**src/design/sle_pkg.sv**
```systemverilog
// ----------------------------------------------------------------------------
// Sequential list engine package
// Operation and result codes, field widths, controller/datapath structs.
// ----------------------------------------------------------------------------
`default_nettype none

package sle_pkg;

  // Transaction field widths
  localparam int unsigned POS_W  = 6;
  localparam int unsigned VAL_W  = 32;
  localparam int unsigned IDX_W  = 5;
  localparam int unsigned SIZE_W = 6;

  typedef enum logic [1:0] {
    OP_INSERT = 2'd0,
    OP_DELETE = 2'd1,
    OP_SEARCH = 2'd2,
    OP_SHOW   = 2'd3
  } op_e;

  typedef enum logic [2:0] {
    KIND_DONE     = 3'd0,
    KIND_BADPOS   = 3'd1,
    KIND_FULL     = 3'd2,
    KIND_NOTFOUND = 3'd3,
    KIND_MATCH    = 3'd4,
    KIND_ELEMENT  = 3'd5
  } kind_e;

  // Commands from controller to datapath
  typedef struct packed {
    logic  accept;
    logic  shift_start;
    logic  shift_rd;
    logic  scan_start;
    logic  scan_rd;
    logic  scan_take;
    logic  place;
    logic  cnt_inc;
    logic  cnt_dec;
    logic  kind_set;
    kind_e kind;
    logic  resp_load;
    logic  final_load;
  } cmd_t;

  // Status from datapath to controller
  typedef struct packed {
    op_e  op;
    logic bad_pos;
    logic full;
    logic no_shift;
    logic count_zero;
    logic rd_end;
    logic scan_last;
    logic hit;
    logic pend_valid;
    logic out_free;
  } sts_t;

endpackage

`default_nettype wire

```
**src/design/sle_if.sv**
```systemverilog
// ----------------------------------------------------------------------------
// Sequential list engine channels
// Valid/ready interfaces for the operation and result streams.
// ----------------------------------------------------------------------------
`default_nettype none

interface sle_in_if;
  logic                              valid;
  logic                              ready;
  sle_pkg::op_e                      op;
  logic [sle_pkg::POS_W-1:0]         pos;
  logic signed [sle_pkg::VAL_W-1:0]  value;

  modport source (output valid, output op, output pos, output value, input ready);
  modport sink   (input valid, input op, input pos, input value, output ready);
endinterface

interface sle_out_if;
  logic                              valid;
  logic                              ready;
  sle_pkg::kind_e                    kind;
  logic [sle_pkg::IDX_W-1:0]         index;
  logic signed [sle_pkg::VAL_W-1:0]  item;
  logic [sle_pkg::SIZE_W-1:0]        size_now;
  logic                              last;

  modport source (output valid, output kind, output index, output item,
                  output size_now, output last, input ready);
  modport sink   (input valid, input kind, input index, input item,
                  input size_now, input last, output ready);
endinterface

`default_nettype wire

```
**src/design/sle_ctrl.sv**
```systemverilog
// ----------------------------------------------------------------------------
// Sequential list engine controller
// One-hot sequencer issuing shift, scan and response commands.
// ----------------------------------------------------------------------------
`default_nettype none

module sle_ctrl (
  input  wire logic          clk_i,
  input  wire logic          rst_ni,
  input  wire logic          in_valid_i,
  output logic               in_ready_o,
  input  wire sle_pkg::sts_t sts_i,
  output sle_pkg::cmd_t      cmd_o
);
  import sle_pkg::*;

  typedef enum logic [8:0] {
    S_IDLE    = 9'b000000001,
    S_DECODE  = 9'b000000010,
    S_SHIFT   = 9'b000000100,
    S_DRAIN   = 9'b000001000,
    S_PLACE   = 9'b000010000,
    S_SCAN_RD = 9'b000100000,
    S_SCAN    = 9'b001000000,
    S_FINAL   = 9'b010000000,
    S_RESP    = 9'b100000000
  } state_e;

  state_e state_q, state_d;

  // Hold state
  always_ff @(posedge clk_i or negedge rst_ni) begin
    if (!rst_ni) begin
      state_q <= S_IDLE;
    end else begin
      state_q <= state_d;
    end
  end

  // Sequence one transaction
  always_comb begin
    state_d    = state_q;
    cmd_o      = '0;
    in_ready_o = 1'b0;
    case (state_q)
      S_IDLE: begin
        in_ready_o = 1'b1;
        if (in_valid_i) begin
          cmd_o.accept = 1'b1;
          state_d      = S_DECODE;
        end
      end
      S_DECODE: begin
        case (sts_i.op)
          OP_INSERT: begin
            if (sts_i.bad_pos) begin
              cmd_o.kind_set = 1'b1;
              cmd_o.kind     = KIND_BADPOS;
              state_d        = S_RESP;
            end else if (sts_i.full) begin
              cmd_o.kind_set = 1'b1;
              cmd_o.kind     = KIND_FULL;
              state_d        = S_RESP;
            end else if (sts_i.no_shift) begin
              state_d = S_PLACE;
            end else begin
              cmd_o.shift_start = 1'b1;
              state_d           = S_SHIFT;
            end
          end
          OP_DELETE: begin
            if (sts_i.bad_pos) begin
              cmd_o.kind_set = 1'b1;
              cmd_o.kind     = KIND_BADPOS;
              state_d        = S_RESP;
            end else if (sts_i.no_shift) begin
              cmd_o.cnt_dec  = 1'b1;
              cmd_o.kind_set = 1'b1;
              cmd_o.kind     = KIND_DONE;
              state_d        = S_RESP;
            end else begin
              cmd_o.shift_start = 1'b1;
              state_d           = S_SHIFT;
            end
          end
          OP_SEARCH: begin
            cmd_o.kind_set = 1'b1;
            cmd_o.kind     = KIND_NOTFOUND;
            if (sts_i.count_zero) begin
              state_d = S_RESP;
            end else begin
              cmd_o.scan_start = 1'b1;
              state_d          = S_SCAN_RD;
            end
          end
          OP_SHOW: begin
            cmd_o.kind_set = 1'b1;
            cmd_o.kind     = KIND_DONE;
            if (sts_i.count_zero) begin
              state_d = S_RESP;
            end else begin
              cmd_o.scan_start = 1'b1;
              state_d          = S_SCAN_RD;
            end
          end
          default: begin
            state_d = S_IDLE;
          end
        endcase
      end
      S_SHIFT: begin
        cmd_o.shift_rd = 1'b1;
        if (sts_i.rd_end) begin
          state_d = S_DRAIN;
        end
      end
      S_DRAIN: begin
        if (sts_i.op == OP_INSERT) begin
          state_d = S_PLACE;
        end else begin
          cmd_o.cnt_dec  = 1'b1;
          cmd_o.kind_set = 1'b1;
          cmd_o.kind     = KIND_DONE;
          state_d        = S_RESP;
        end
      end
      S_PLACE: begin
        cmd_o.place    = 1'b1;
        cmd_o.cnt_inc  = 1'b1;
        cmd_o.kind_set = 1'b1;
        cmd_o.kind     = KIND_DONE;
        state_d        = S_RESP;
      end
      S_SCAN_RD: begin
        cmd_o.scan_rd = 1'b1;
        state_d       = S_SCAN;
      end
      S_SCAN: begin
        // advance unless a hit must push the pending entry into a busy slot
        if (!sts_i.hit || !sts_i.pend_valid || sts_i.out_free) begin
          cmd_o.scan_take = 1'b1;
          if (sts_i.scan_last) begin
            state_d = S_FINAL;
          end else begin
            cmd_o.scan_rd = 1'b1;
          end
        end
      end
      S_FINAL: begin
        if (sts_i.out_free) begin
          if (sts_i.pend_valid) begin
            cmd_o.final_load = 1'b1;
          end else begin
            cmd_o.resp_load = 1'b1;
          end
          state_d = S_IDLE;
        end
      end
      S_RESP: begin
        if (sts_i.out_free) begin
          cmd_o.resp_load = 1'b1;
          state_d         = S_IDLE;
        end
      end
      default: begin
        state_d = S_IDLE;
      end
    endcase
  end

endmodule

`default_nettype wire

```
**src/design/sle_datapath.sv**
```systemverilog
// ----------------------------------------------------------------------------
// Sequential list engine datapath
// Entry memory, shift write-back, scan pending slot and result register.
// ----------------------------------------------------------------------------
`default_nettype none

module sle_datapath #(
  parameter int unsigned CAPACITY = 32
) (
  input  wire logic                             clk_i,
  input  wire logic                             rst_ni,
  input  wire sle_pkg::cmd_t                    cmd_i,
  output sle_pkg::sts_t                         sts_o,
  input  wire sle_pkg::op_e                     op_i,
  input  wire logic [sle_pkg::POS_W-1:0]        pos_i,
  input  wire logic signed [sle_pkg::VAL_W-1:0] value_i,
  output logic                                  out_valid_o,
  input  wire logic                             out_ready_i,
  output sle_pkg::kind_e                        kind_o,
  output logic [sle_pkg::IDX_W-1:0]             index_o,
  output logic signed [sle_pkg::VAL_W-1:0]      item_o,
  output logic [sle_pkg::SIZE_W-1:0]            size_now_o,
  output logic                                  last_o
);
  import sle_pkg::*;

  localparam int unsigned AW   = $clog2(CAPACITY);
  localparam int unsigned CW   = $clog2(CAPACITY + 1);
  localparam int unsigned CMPW = ((CW > POS_W) ? CW : POS_W) + 1;
  localparam int unsigned IXW  = (AW > IDX_W) ? AW : IDX_W;
  localparam int unsigned SXW  = (CW > SIZE_W) ? CW : SIZE_W;

  // Latched transaction
  op_e                op_q;
  logic [POS_W-1:0]   pos_q;
  logic [VAL_W-1:0]   val_q;
  kind_e              kind_q;

  // List state
  logic [CW-1:0]      count_q;
  logic [VAL_W-1:0]   mem [CAPACITY];
  logic [VAL_W-1:0]   rdata_q;
  logic [AW-1:0]      rd_addr_q;
  logic [AW-1:0]      idx_q;
  logic               wb_valid_q;
  logic [AW-1:0]      wb_addr_q;

  // Scan pending entry
  logic               pend_valid_q;
  logic [AW-1:0]      pend_idx_q;
  logic [VAL_W-1:0]   pend_item_q;

  // Result register
  logic               out_valid_q;
  kind_e              out_kind_q;
  logic [IDX_W-1:0]   out_idx_q;
  logic [VAL_W-1:0]   out_item_q;
  logic [SIZE_W-1:0]  out_size_q;
  logic               out_last_q;

  logic [CMPW-1:0]    pos_x, pos1_x, cnt_x;
  logic [CW-1:0]      cnt_m1;
  logic [AW-1:0]      pos_a;
  logic [IXW-1:0]     pend_idx_x;
  logic [SXW-1:0]     count_x;
  logic               rd_en, wr_en;
  logic [AW-1:0]      wr_addr;
  logic [VAL_W-1:0]   wr_data;
  logic               hit;
  logic               out_free;
  logic               push_pend;
  kind_e              ent_kind;

  // Position and count compares
  always_comb begin
    pos_x      = CMPW'(pos_q);
    pos1_x     = pos_x + CMPW'(1);
    cnt_x      = CMPW'(count_q);
    cnt_m1     = count_q - CW'(1);
    pos_a      = pos_q[AW-1:0];
    pend_idx_x = IXW'(pend_idx_q);
    count_x    = SXW'(count_q);
    hit        = (op_q == OP_SHOW) || (rdata_q == val_q);
    out_free   = !out_valid_q || out_ready_i;
    push_pend  = cmd_i.scan_take && hit && pend_valid_q;
    ent_kind   = (op_q == OP_SHOW) ? KIND_ELEMENT : KIND_MATCH;
  end

  // Status towards the controller
  always_comb begin
    sts_o            = '0;
    sts_o.op         = op_q;
    sts_o.full       = (count_q == CW'(CAPACITY));
    sts_o.count_zero = (count_q == '0);
    sts_o.scan_last  = (idx_q == cnt_m1[AW-1:0]);
    sts_o.hit        = hit;
    sts_o.pend_valid = pend_valid_q;
    sts_o.out_free   = out_free;
    case (op_q)
      OP_INSERT: begin
        sts_o.bad_pos  = (pos_x > cnt_x);
        sts_o.no_shift = (pos_x == cnt_x);
        sts_o.rd_end   = (rd_addr_q == pos_a);
      end
      OP_DELETE: begin
        sts_o.bad_pos  = (pos_x >= cnt_x);
        sts_o.no_shift = (pos1_x == cnt_x);
        sts_o.rd_end   = (rd_addr_q == cnt_m1[AW-1:0]);
      end
      default: begin
        sts_o.bad_pos  = 1'b0;
        sts_o.no_shift = 1'b0;
        sts_o.rd_end   = 1'b0;
      end
    endcase
  end

  // Memory port selection: shift write-back or new value placement
  always_comb begin
    rd_en   = cmd_i.shift_rd || cmd_i.scan_rd;
    wr_en   = wb_valid_q || cmd_i.place;
    wr_addr = cmd_i.place ? pos_a : wb_addr_q;
    wr_data = cmd_i.place ? val_q : rdata_q;
  end

  // Entry memory with registered read
  always_ff @(posedge clk_i) begin
    if (wr_en) begin
      mem[wr_addr] <= wr_data;
    end
    if (rd_en) begin
      rdata_q <= mem[rd_addr_q];
    end
  end

  // Control registers
  always_ff @(posedge clk_i or negedge rst_ni) begin
    if (!rst_ni) begin
      count_q      <= '0;
      wb_valid_q   <= 1'b0;
      pend_valid_q <= 1'b0;
      out_valid_q  <= 1'b0;
    end else begin
      wb_valid_q <= cmd_i.shift_rd;
      if (cmd_i.cnt_inc) begin
        count_q <= count_q + CW'(1);
      end else if (cmd_i.cnt_dec) begin
        count_q <= cnt_m1;
      end
      if (cmd_i.accept || cmd_i.final_load) begin
        pend_valid_q <= 1'b0;
      end else if (cmd_i.scan_take && hit) begin
        pend_valid_q <= 1'b1;
      end
      if (cmd_i.resp_load || cmd_i.final_load || push_pend) begin
        out_valid_q <= 1'b1;
      end else if (out_ready_i) begin
        out_valid_q <= 1'b0;
      end
    end
  end

  // Payload registers
  always_ff @(posedge clk_i) begin
    if (cmd_i.accept) begin
      op_q  <= op_i;
      pos_q <= pos_i;
      val_q <= value_i;
    end
    if (cmd_i.kind_set) begin
      kind_q <= cmd_i.kind;
    end
    // walk addresses: insert reads downwards, delete upwards, scan from zero
    if (cmd_i.shift_start) begin
      rd_addr_q <= (op_q == OP_INSERT) ? cnt_m1[AW-1:0] : pos_a + AW'(1);
    end else if (cmd_i.scan_start) begin
      rd_addr_q <= '0;
    end else if (cmd_i.shift_rd) begin
      if (op_q == OP_INSERT) begin
        rd_addr_q <= rd_addr_q - AW'(1);
        wb_addr_q <= rd_addr_q + AW'(1);
      end else begin
        rd_addr_q <= rd_addr_q + AW'(1);
        wb_addr_q <= rd_addr_q - AW'(1);
      end
    end else if (cmd_i.scan_rd) begin
      rd_addr_q <= rd_addr_q + AW'(1);
    end
    if (cmd_i.scan_rd) begin
      idx_q <= rd_addr_q;
    end
    if (cmd_i.scan_take && hit) begin
      pend_idx_q  <= idx_q;
      pend_item_q <= rdata_q;
    end
    // load the result register, size captured with it so a stall holds it
    if (cmd_i.resp_load) begin
      out_kind_q <= kind_q;
      out_idx_q  <= '0;
      out_item_q <= '0;
      out_size_q <= count_x[SIZE_W-1:0];
      out_last_q <= 1'b1;
    end else if (cmd_i.final_load || push_pend) begin
      out_kind_q <= ent_kind;
      out_idx_q  <= pend_idx_x[IDX_W-1:0];
      out_item_q <= pend_item_q;
      out_size_q <= count_x[SIZE_W-1:0];
      out_last_q <= cmd_i.final_load;
    end
  end

  // Drive the result channel
  assign out_valid_o = out_valid_q;
  assign kind_o      = out_kind_q;
  assign index_o     = out_idx_q;
  assign item_o      = $signed(out_item_q);
  assign size_now_o  = out_size_q;
  assign last_o      = out_last_q;

endmodule

`default_nettype wire

```
**src/design/sequential_list_engine_top.sv**
```systemverilog
// Insert: decode, shift, drain, place, response; with nothing to move, decode
// goes straight to place. Delete: decode, shift, drain, response. Bad position,
// full or a delete with nothing to move answer from decode. Search/show: results
// follow the scan, at most one per cycle. One transaction at a time; the single
// read port walks one entry per cycle, a scan waiting on a stalled result.
// Reset: entry count cleared; entry storage is left unwritten, no clear pass.
// ----------------------------------------------------------------------------
// Sequential list engine top level
// Ordered list with insert, delete, search and show over valid/ready channels.
// ----------------------------------------------------------------------------
`default_nettype none

module sequential_list_engine_top #(
  parameter int unsigned CAPACITY = 32
) (
  input  wire logic  clk_i,
  input  wire logic  rst_ni,
  sle_in_if.sink     in_i,
  sle_out_if.source  out_o
);
  import sle_pkg::*;

  cmd_t cmd;
  sts_t sts;
  logic in_ready;

  sle_ctrl u_ctrl (
    .clk_i      (clk_i),
    .rst_ni     (rst_ni),
    .in_valid_i (in_i.valid),
    .in_ready_o (in_ready),
    .sts_i      (sts),
    .cmd_o      (cmd)
  );

  sle_datapath #(
    .CAPACITY (CAPACITY)
  ) u_datapath (
    .clk_i       (clk_i),
    .rst_ni      (rst_ni),
    .cmd_i       (cmd),
    .sts_o       (sts),
    .op_i        (in_i.op),
    .pos_i       (in_i.pos),
    .value_i     (in_i.value),
    .out_valid_o (out_o.valid),
    .out_ready_i (out_o.ready),
    .kind_o      (out_o.kind),
    .index_o     (out_o.index),
    .item_o      (out_o.item),
    .size_now_o  (out_o.size_now),
    .last_o      (out_o.last)
  );

  assign in_i.ready = in_ready;

endmodule

`default_nettype wire

```
**src/flat_wrapper.sv**
```systemverilog
// flat-port wrapper written by rule: the top's interface ports become plain ports
module sequential_list_engine_top_flat import sle_pkg::*;
#(
  parameter int unsigned CAPACITY = 32
)
  (clk_i, rst_ni, in_i_valid, in_i_op, in_i_pos, in_i_value, in_i_ready, out_o_valid, out_o_kind, out_o_index, out_o_item, out_o_size_now, out_o_last, out_o_ready);
  sle_in_if in_i_i ();
  sle_out_if out_o_i ();
  input  wire logic clk_i;
  input  wire logic rst_ni;
  input wire logic [$bits(in_i_i.valid)-1:0] in_i_valid;
  input wire logic [$bits(in_i_i.op)-1:0] in_i_op;
  input wire logic [$bits(in_i_i.pos)-1:0] in_i_pos;
  input wire logic [$bits(in_i_i.value)-1:0] in_i_value;
  output wire logic [$bits(in_i_i.ready)-1:0] in_i_ready;
  output wire logic [$bits(out_o_i.valid)-1:0] out_o_valid;
  output wire logic [$bits(out_o_i.kind)-1:0] out_o_kind;
  output wire logic [$bits(out_o_i.index)-1:0] out_o_index;
  output wire logic [$bits(out_o_i.item)-1:0] out_o_item;
  output wire logic [$bits(out_o_i.size_now)-1:0] out_o_size_now;
  output wire logic [$bits(out_o_i.last)-1:0] out_o_last;
  input wire logic [$bits(out_o_i.ready)-1:0] out_o_ready;
  assign in_i_i.valid = in_i_valid;
  assign in_i_i.op = in_i_op;
  assign in_i_i.pos = in_i_pos;
  assign in_i_i.value = in_i_value;
  assign in_i_ready = in_i_i.ready;
  assign out_o_valid = out_o_i.valid;
  assign out_o_kind = out_o_i.kind;
  assign out_o_index = out_o_i.index;
  assign out_o_item = out_o_i.item;
  assign out_o_size_now = out_o_i.size_now;
  assign out_o_last = out_o_i.last;
  assign out_o_i.ready = out_o_ready;
  sequential_list_engine_top #(.CAPACITY(CAPACITY)) u_core (.clk_i(clk_i), .rst_ni(rst_ni), .in_i(in_i_i), .out_o(out_o_i));
endmodule
```
**config.mk**
```make
export PLATFORM = sky130hd
export DESIGN_NAME = sequential_list_engine_top_flat
export DESIGN_NICKNAME = d
export VERILOG_FILES = /design/src/design/sle_pkg.sv /design/src/design/sle_if.sv /design/src/design/sle_ctrl.sv /design/src/design/sle_datapath.sv /design/src/design/sequential_list_engine_top.sv /design/src/flat_wrapper.sv
export SDC_FILE = /design/constraint.sdc
export NUM_CORES = 1
export LEC_CHECK = 0
export BUFFER_PORTS_ARGS = -buffer_cell sky130_fd_sc_hd__buf_2
export CAP_MARGIN = 20
export CORE_MARGIN = 1.5
export CORE_UTILIZATION = 40
export DETAILED_ROUTE_END_ITERATION = 8
export PLACE_DENSITY = 0.61
export SETUP_SLACK_MARGIN = 0.1
export SLEW_MARGIN = 20
export SYNTH_ARGS = -nofsm -noshare
export SYNTH_HDL_FRONTEND = slang
export SYNTH_SLANG_ARGS = --single-unit
```
**constraint.sdc**
```tcl
create_clock -name clk_i -period 5.48 [get_ports clk_i]
set_input_delay 1.096 -clock clk_i [delete_from_list [all_inputs] [get_ports clk_i]]
set_output_delay 1.096 -clock clk_i [all_outputs]
set_load 0.005 [all_outputs]
```
==> results of run 1 <==
## cell usage after synthesis, types with 3 or more instances
cell type and count:
a21o_1 4, a21oi_1 13, a2bb2oi_1 37, a31oi_1 8, and2_1 3, and3_1 5
and4_1 5, and4b_1 3, buf_1 20, buf_2 36, clkbuf_1 58, dfrtp_1 17
dfxtp_1 38, edfxtp_1 1159, ha_1 11, inv_1 18, inv_2 4, mux2i_1 13
mux4_2 320, nand2_1 275, nand2b_1 8, nand3_1 11, nand4_1 8, nor2_1 49
nor2b_1 5, nor3_1 12, nor3b_1 3, nor4_1 9, o2111ai_1 4, o211ai_1 3
o21ai_0 7, o21ai_1 9, o22ai_1 4, o31ai_1 4, or3_1 4, or4_1 3
xnor2_1 21, xor2_1 45
## report_power, final
part | internal, W | switching [W] | total, W
logic | 0.00170 | 0.00226 | 0.00396
clock network | 0.00441 | 0.00340 | 0.00782
registers | 0.0106 | 0.000275 | 0.0108
total | 0.0167 | 0.00594 | 0.0226
## cell usage in the layout (no fill, tap or decap), types with 32 or more instances in the layout
| cell | count |
|---|---|
| buf_4 | 60 |
| dfxtp_1 | 38 |
| clkbuf_16 | 118 |
| nand2_1 | 261 |
| mux4_2 | 320 |
| xor2_1 | 45 |
| nor2_4 | 32 |
| buf_2 | 92 |
| a2bb2oi_1 | 37 |
| edfxtp_1 | 1159 |
## final timing paths
| path | startpoint | to | slack (ns) | depth (start not counted) |
|---|---|---|---|---|
| worst min-delay path | rst_ni | u_core.u_datapath.count_q[5] | 0.36 | 1 |
| min in group clk_i | u_core.u_datapath.index_o[1] | u_core.u_datapath.index_o[1] | 0.45 | 2 |
| worst max-delay path | u_core.u_ctrl.state_q[5] | u_core.u_datapath.mem[22][25] | 1.75 | 6 |
| max in group asynchronous | rst_ni | u_core.u_ctrl.state_q[0] | 4.78 | 1 |
| worst max register to register | u_core.u_ctrl.state_q[5] | u_core.u_datapath.mem[22][25] | 1.75 | 6 |
| worst min register to register | u_core.u_datapath.index_o[1] | u_core.u_datapath.index_o[1] | 0.45 | 2 |
## layer usage
layer / track usage (%) / vias up
li1: - / 9732
met1: 27.12 / 12560
met2: 31.67 / 900
met3: 2.764 / 146
met4: 4.368 / 0
met5: 0 / -
## area by class of cell
cell class	instances	area (um^2)
Antenna cell	1	2.502
Clock buffer	138	3028
Clock inverter	78	676.9
Fill cell	9609	63590
Inverter	22	82.58
Multi-Input combinational cell	941	11110
Sequential cell	1215	36020
Tap cell	1536	1922
Timing Repair Buffer	172	1336
## logic make-up (layout without fill, tap and decap cells)
family                     count (synthesis)  in the layout  synth area share [%]
DFF                                     1215           1215                 76.08
muxes                                    334            334                 15.52
and+or+nand+nor                          418            418                 3.883
AOI/OAI and AO/OA                        111            111                 1.758
adders and majority gates                 11             11                0.2907
other                                      0              1                     0
buffers and inverters                    137            410                 1.197
xor gates and xnor gates                  67             67                 1.269
## flip-flops by register name, indices dropped and copies added (netlist names), 2 cells and up
name,cells
u_core.u_datapath.mem,1024
u_core.u_ctrl.state_q,9
u_core.u_datapath.pos_q,6
u_core.u_datapath.index_o,5
u_core.u_datapath.wb_addr_q,5
u_core.u_datapath.pend_idx_q,5
u_core.u_datapath.op_q,2
u_core.u_datapath.idx_q,5
u_core.u_datapath.val_q,32
u_core.u_datapath.item_o,32
u_core.u_datapath.kind_o,3
u_core.u_datapath.kind_q,2
u_core.u_datapath.count_q,6
u_core.u_datapath.rd_addr_q,5
u_core.u_datapath.rdata_q,32
u_core.u_datapath.size_now_o,6
u_core.u_datapath.pend_item_q,32
## critical path: stages (launching register included)
cell,delay [ns]
dfrtp_1,0.42
nor3_1,0.38
nand4_1,0.56
o31ai_1,0.53
nand2_1,0.32
nor2_4,0.78
buf_4,0.41
## metrics by stage
step | area (um^2) | hold slack [ns] | util [%] | std cells | worst slack [ns]
2_1_floorplan | 47340 | 0.4196 | - | 2293 | 2.030
3_3_place_gp | 50150 | 0.4412 | 42.58 | 3874 | 1.829
3_5_place_dp | 50350 | 0.4449 | 42.76 | 3881 | 1.792
4_1_cts | 54060 | 0.3319 | 45.90 | 4097 | 1.770
5_1_grt | 54170 | 0.3664 | 46.00 | 4102 | 1.608
6_report | 54170 | 0.3584 | 46.00 | 4103 | 1.746
==> impl_metrics.toml, run 1 <==
[global_route]
overflow = 0
grt_pass1_vias = 23780
antenna_found_initial = 2
grt_max_degree = 74
grt_usage_pct = 19.19
grt_pass1_wl_um = 167900

[setup_path]
crit_fanout = 20
required_ns = 5.84
cp_data_arrival_time_ns = 4.09
path_class = "reg -> reg"
end_kind = "flop"
startpoint_type = "flop"

[sta]
max_freq_mhz = 267.8
tns_ns = 0
skew_ns = 0.02410
worstMarginPinSlew_ns = 1.139
final_max_slew_viol_count = 0
fin_crit_sh_pct = 68.15
min_period_ns = 3.734
slew_headroom_pct = 24.06
rsz0062_at_grt = "no"
report.final.setup_viol = 0
timing_hold_violations_final = 0

[detailed_routing]
drtPass1Iterations = 5
vias = 23340
drc = 0
wl_met3_um = 7721
routed_via_density = 5.689
met1Wirelength_um = 48900
wl_per_cell_um = 28.27
ant_nets = 0
wl_met2_um = 57210
drt_iter0_drc = 2535
drt_wl_total_um = 116000
top_layer = "met4"

[place]
hpwl_um = 69150
io_buffers = 92
gp_congestion = 0.8593

[finish]
area_growth_pct = 14.44
nets = 2524
drive_above_1_share_pct = 28.45

[yosys]
syn_area_um2 = 47340
synthCells = 2293
synth_edf_count = 1159
yosys_warnings = 0
ys_async_sr_fraction_pct = 1.481
yosys_most_used_dff = "edfxtp_1"
synth_top_area_share_pct = 73.52
avgSynthCellArea_um2 = 20.65
synth_nets = 2348
netlist.top_cell.by_area = "edfxtp_1"
ys_ff_latch = 1215
synthTopCellsByArea = "edfxtp_1, mux4_2, nand2_1"
synthDistinctLibCells = 66
yosysSeqAreaShare_pct = 76.08

[clocking]
ctsHoldBuffers = 0
cts_resized = 0
root_buffer = "clkbuf_16"
cts_buffers = 117
clkSinkCount = 1215
htreeDepth = 3
post-cts-setup-buffers = 0
clockBufferDepth = 3
cts_tree = "built"
clk_latency_ns = 0.69
path_clk_slew_ns = 0.06

[die]
io_pins = 93
fp.dieH_um = 347.0
start_util_pct = 40.20
core_area_um2 = 117800
die_w_um = 347.0
row_count = 126
design.die.area_um2 = 120400

[pwr]
vdd_drop_max_mv = 0.2613
leakage_nw = 17.44
fin_total_pwr_w = 0.02261
cellPowerDensity_nw_per_um2 = 417.3

[worst_hold_path]
hold_path.class = "in -> async"

[status]
outcome = "complete, no violations"

[flow_run]
drv_cap = 0
Power figures use the tool's default switching activity.
==> inputs of run 2 (changes only) <==
==> constraint.sdc (replaced) <==
create_clock -name clk_i -period 3.85 [get_ports clk_i]
set_input_delay 0.77 -clock clk_i [delete_from_list [all_inputs] [get_ports clk_i]]
set_output_delay 0.77 -clock clk_i [all_outputs]
set_load 0.005 [all_outputs]
==> run 2 against run 1 <==
Compared with the run above:
- clock skew decreased by 0.0037 ns
- sequential power is 42% higher
- design area rose by 1.1%
- clock-buffer cell count grew 8
- routed wire length decreased by 2.4%
- power increased by 46%
- non-clock buffer count rose by 34
- worst setup slack got worse by 1.2 ns
- clock power grew 51%
- combinational power grew 53%
- fmax up 12%
- core utilization increased by 0.51 points
==> impl_metrics.toml, run 2 (synthesis results as in run 1) <==
[clocking]
clockBufferDepth = 3
cts_tree = "built"
clkSinkCount = 1215
root_buffer = "clkbuf_16"
clk_latency_ns = 0.69
path_clk_slew_ns = 0.06
htreeDepth = 3
cts_buffers = 121

[sta]
tns_ns = 0
rsz0062_at_grt = "no"
final_max_slew_viol_count = 0
skew_ns = 0.02039
hold-worst-slack_ns = 0.2537
fin_crit_sh_pct = 86.36
slew_headroom_pct = 30.17
min_period_ns = 3.325
worstMarginPinSlew_ns = 1.045
report.final.setup_viol = 0
timing_hold_violations_final = 0
max_freq_mhz = 300.8

[pwr]
leakage_nw = 17.77
vdd_drop_max_mv = 0.3872
cellPowerDensity_nw_per_um2 = 604.1

[setup_path]
path_class = "reg -> reg"
cp_data_arrival_time_ns = 3.72
crit_family = "simple AND/OR/NAND/NOR gates"
path_cells = "xor2_1, nor4_1, nand4_1, o21ai_1, a31oi_1, or4b_1"
required_ns = 4.25
max_stage_delay_ns = 0.69
end_kind = "flop"
crit_fanout = 5
critPathBufInv = 0
worst_path_max_delay_cell = "or4b_1"
startpoint_type = "flop"

[flow_run]
drv_cap = 0

[global_route]
grt_pass1_wl_um = 165500
antenna_found_initial = 6
overflow = 0
grt_max_degree = 95
grt_pass1_vias = 23470
grt_usage_pct = 18.79

[detailed_routing]
drc = 0
routed_via_density = 5.612
ant_nets = 0
drt_wl_total_um = 113200
drt_iter0_drc = 2176
wl_per_cell_um = 27.28
drtPass1Iterations = 5
vias = 23280

[place]
place_area_um2 = 50710
io_buffers = 92
hpwl_um = 72430
gp_congestion = 0.7987

[die]
fp.dieH_um = 347.0
row_count = 126
start_util_pct = 40.20
io_pins = 93
design.die.area_um2 = 120400
core_area_um2 = 117800
die_w_um = 347.0

[worst_hold_path]
hold_path.class = "in -> reg"

[finish]
nFillCells = 9655
layout_commonest_cell = "edfxtp_1"
finalInstanceArea_um2 = 54770
largest_register_ffs = 1024
regMostFlops = "u_core.u_datapath.mem"
nets = 2562
area_growth_pct = 15.70
drive_above_1_share_pct = 29.26
layout_common_cells = "edfxtp_1, mux4_2, nand2_1"

[status]
outcome = "complete, no violations"
==> run 2: per-layer routing <==
layer  GRT usage (%)  routed length (um)
met5               0                  57
met4           4.708                2638
met3           3.354                7582
met2           28.60               52110
met1           28.11               50790
==> run 2: worst reg2reg max path, cell delays in order, from the launching register on <==
cell and delay (ns):
edfxtp_1 0.42, xor2_1 0.18, nor4_1 0.63, nand4_1 0.40
o21ai_1 0.51, a31oi_1 0.22, or4b_1 0.69
==> run 2: final cells by class <==
| type | count | area, um^2 | area share [%] |
|---|---|---|---|
| clock buffers | 146 | 3258 | 5.949 |
| inverters | 22 | 82.58 | 0.1508 |
| multi-input cells | 941 | 11060 | 20.19 |
| repair buffers | 206 | 1682 | 3.070 |
| flip-flops and latches | 1215 | 36020 | 65.76 |
| clock inverters | 81 | 745.7 | 1.362 |
| diodes | 2 | 5.005 | 0.009138 |
| well taps | 1536 | 1922 | 3.509 |
==> run 2: what timing repair did <==
item	4_1_cts	5_1_grt
endpoints found under the setup margin	0	0
endpoints found under the hold margin	11	0
buffers inserted	0	0
hold buffers	1	0
resized for setup	0	0
==> run 2: power by group <==
group	internal [W]	switching, W	leakage, nW
Sequential	0.0150	0.000274	11.0
Clock	0.00687	0.00490	1.95
Combinational	0.00252	0.00352	4.84
==> run 2: path summary, 6_finish.rpt <==
check                      cells past startpoint                     startpoint  slack (ns)                              to
setup / recovery                               6  u_core.u_datapath.rdata_q[16]        0.53  u_core.u_datapath.rd_addr_q[4]
hold / removal                                 1                    in_i_pos[4]        0.25      u_core.u_datapath.pos_q[4]
setup reg to reg                               6  u_core.u_datapath.rdata_q[16]        0.53  u_core.u_datapath.rd_addr_q[4]
hold reg to reg                                2    u_core.u_datapath.item_o[0]        0.45     u_core.u_datapath.item_o[0]
max in group asynchronous                      2                         rst_ni        2.94        u_core.u_ctrl.state_q[0]
min in group asynchronous                      2                         rst_ni        0.56        u_core.u_ctrl.state_q[1]
==> run 2: through the flow <==
stage / worst slack (ns) / instances / power (W) / utilization [%]
2_1_floorplan: 0.4003 / 2293 / 0.01944 / -
3_5_place_dp: 0.5628 / 3917 / 0.02162 / 43.06
5_1_grt: 0.4532 / 4148 / 0.03427 / 46.51
3_3_place_gp: 0.6713 / 3917 / 0.02156 / 43.06
6_report: 0.5253 / 4149 / 0.03309 / 46.51
4_1_cts: 0.5421 / 4145 / 0.03339 / 46.47
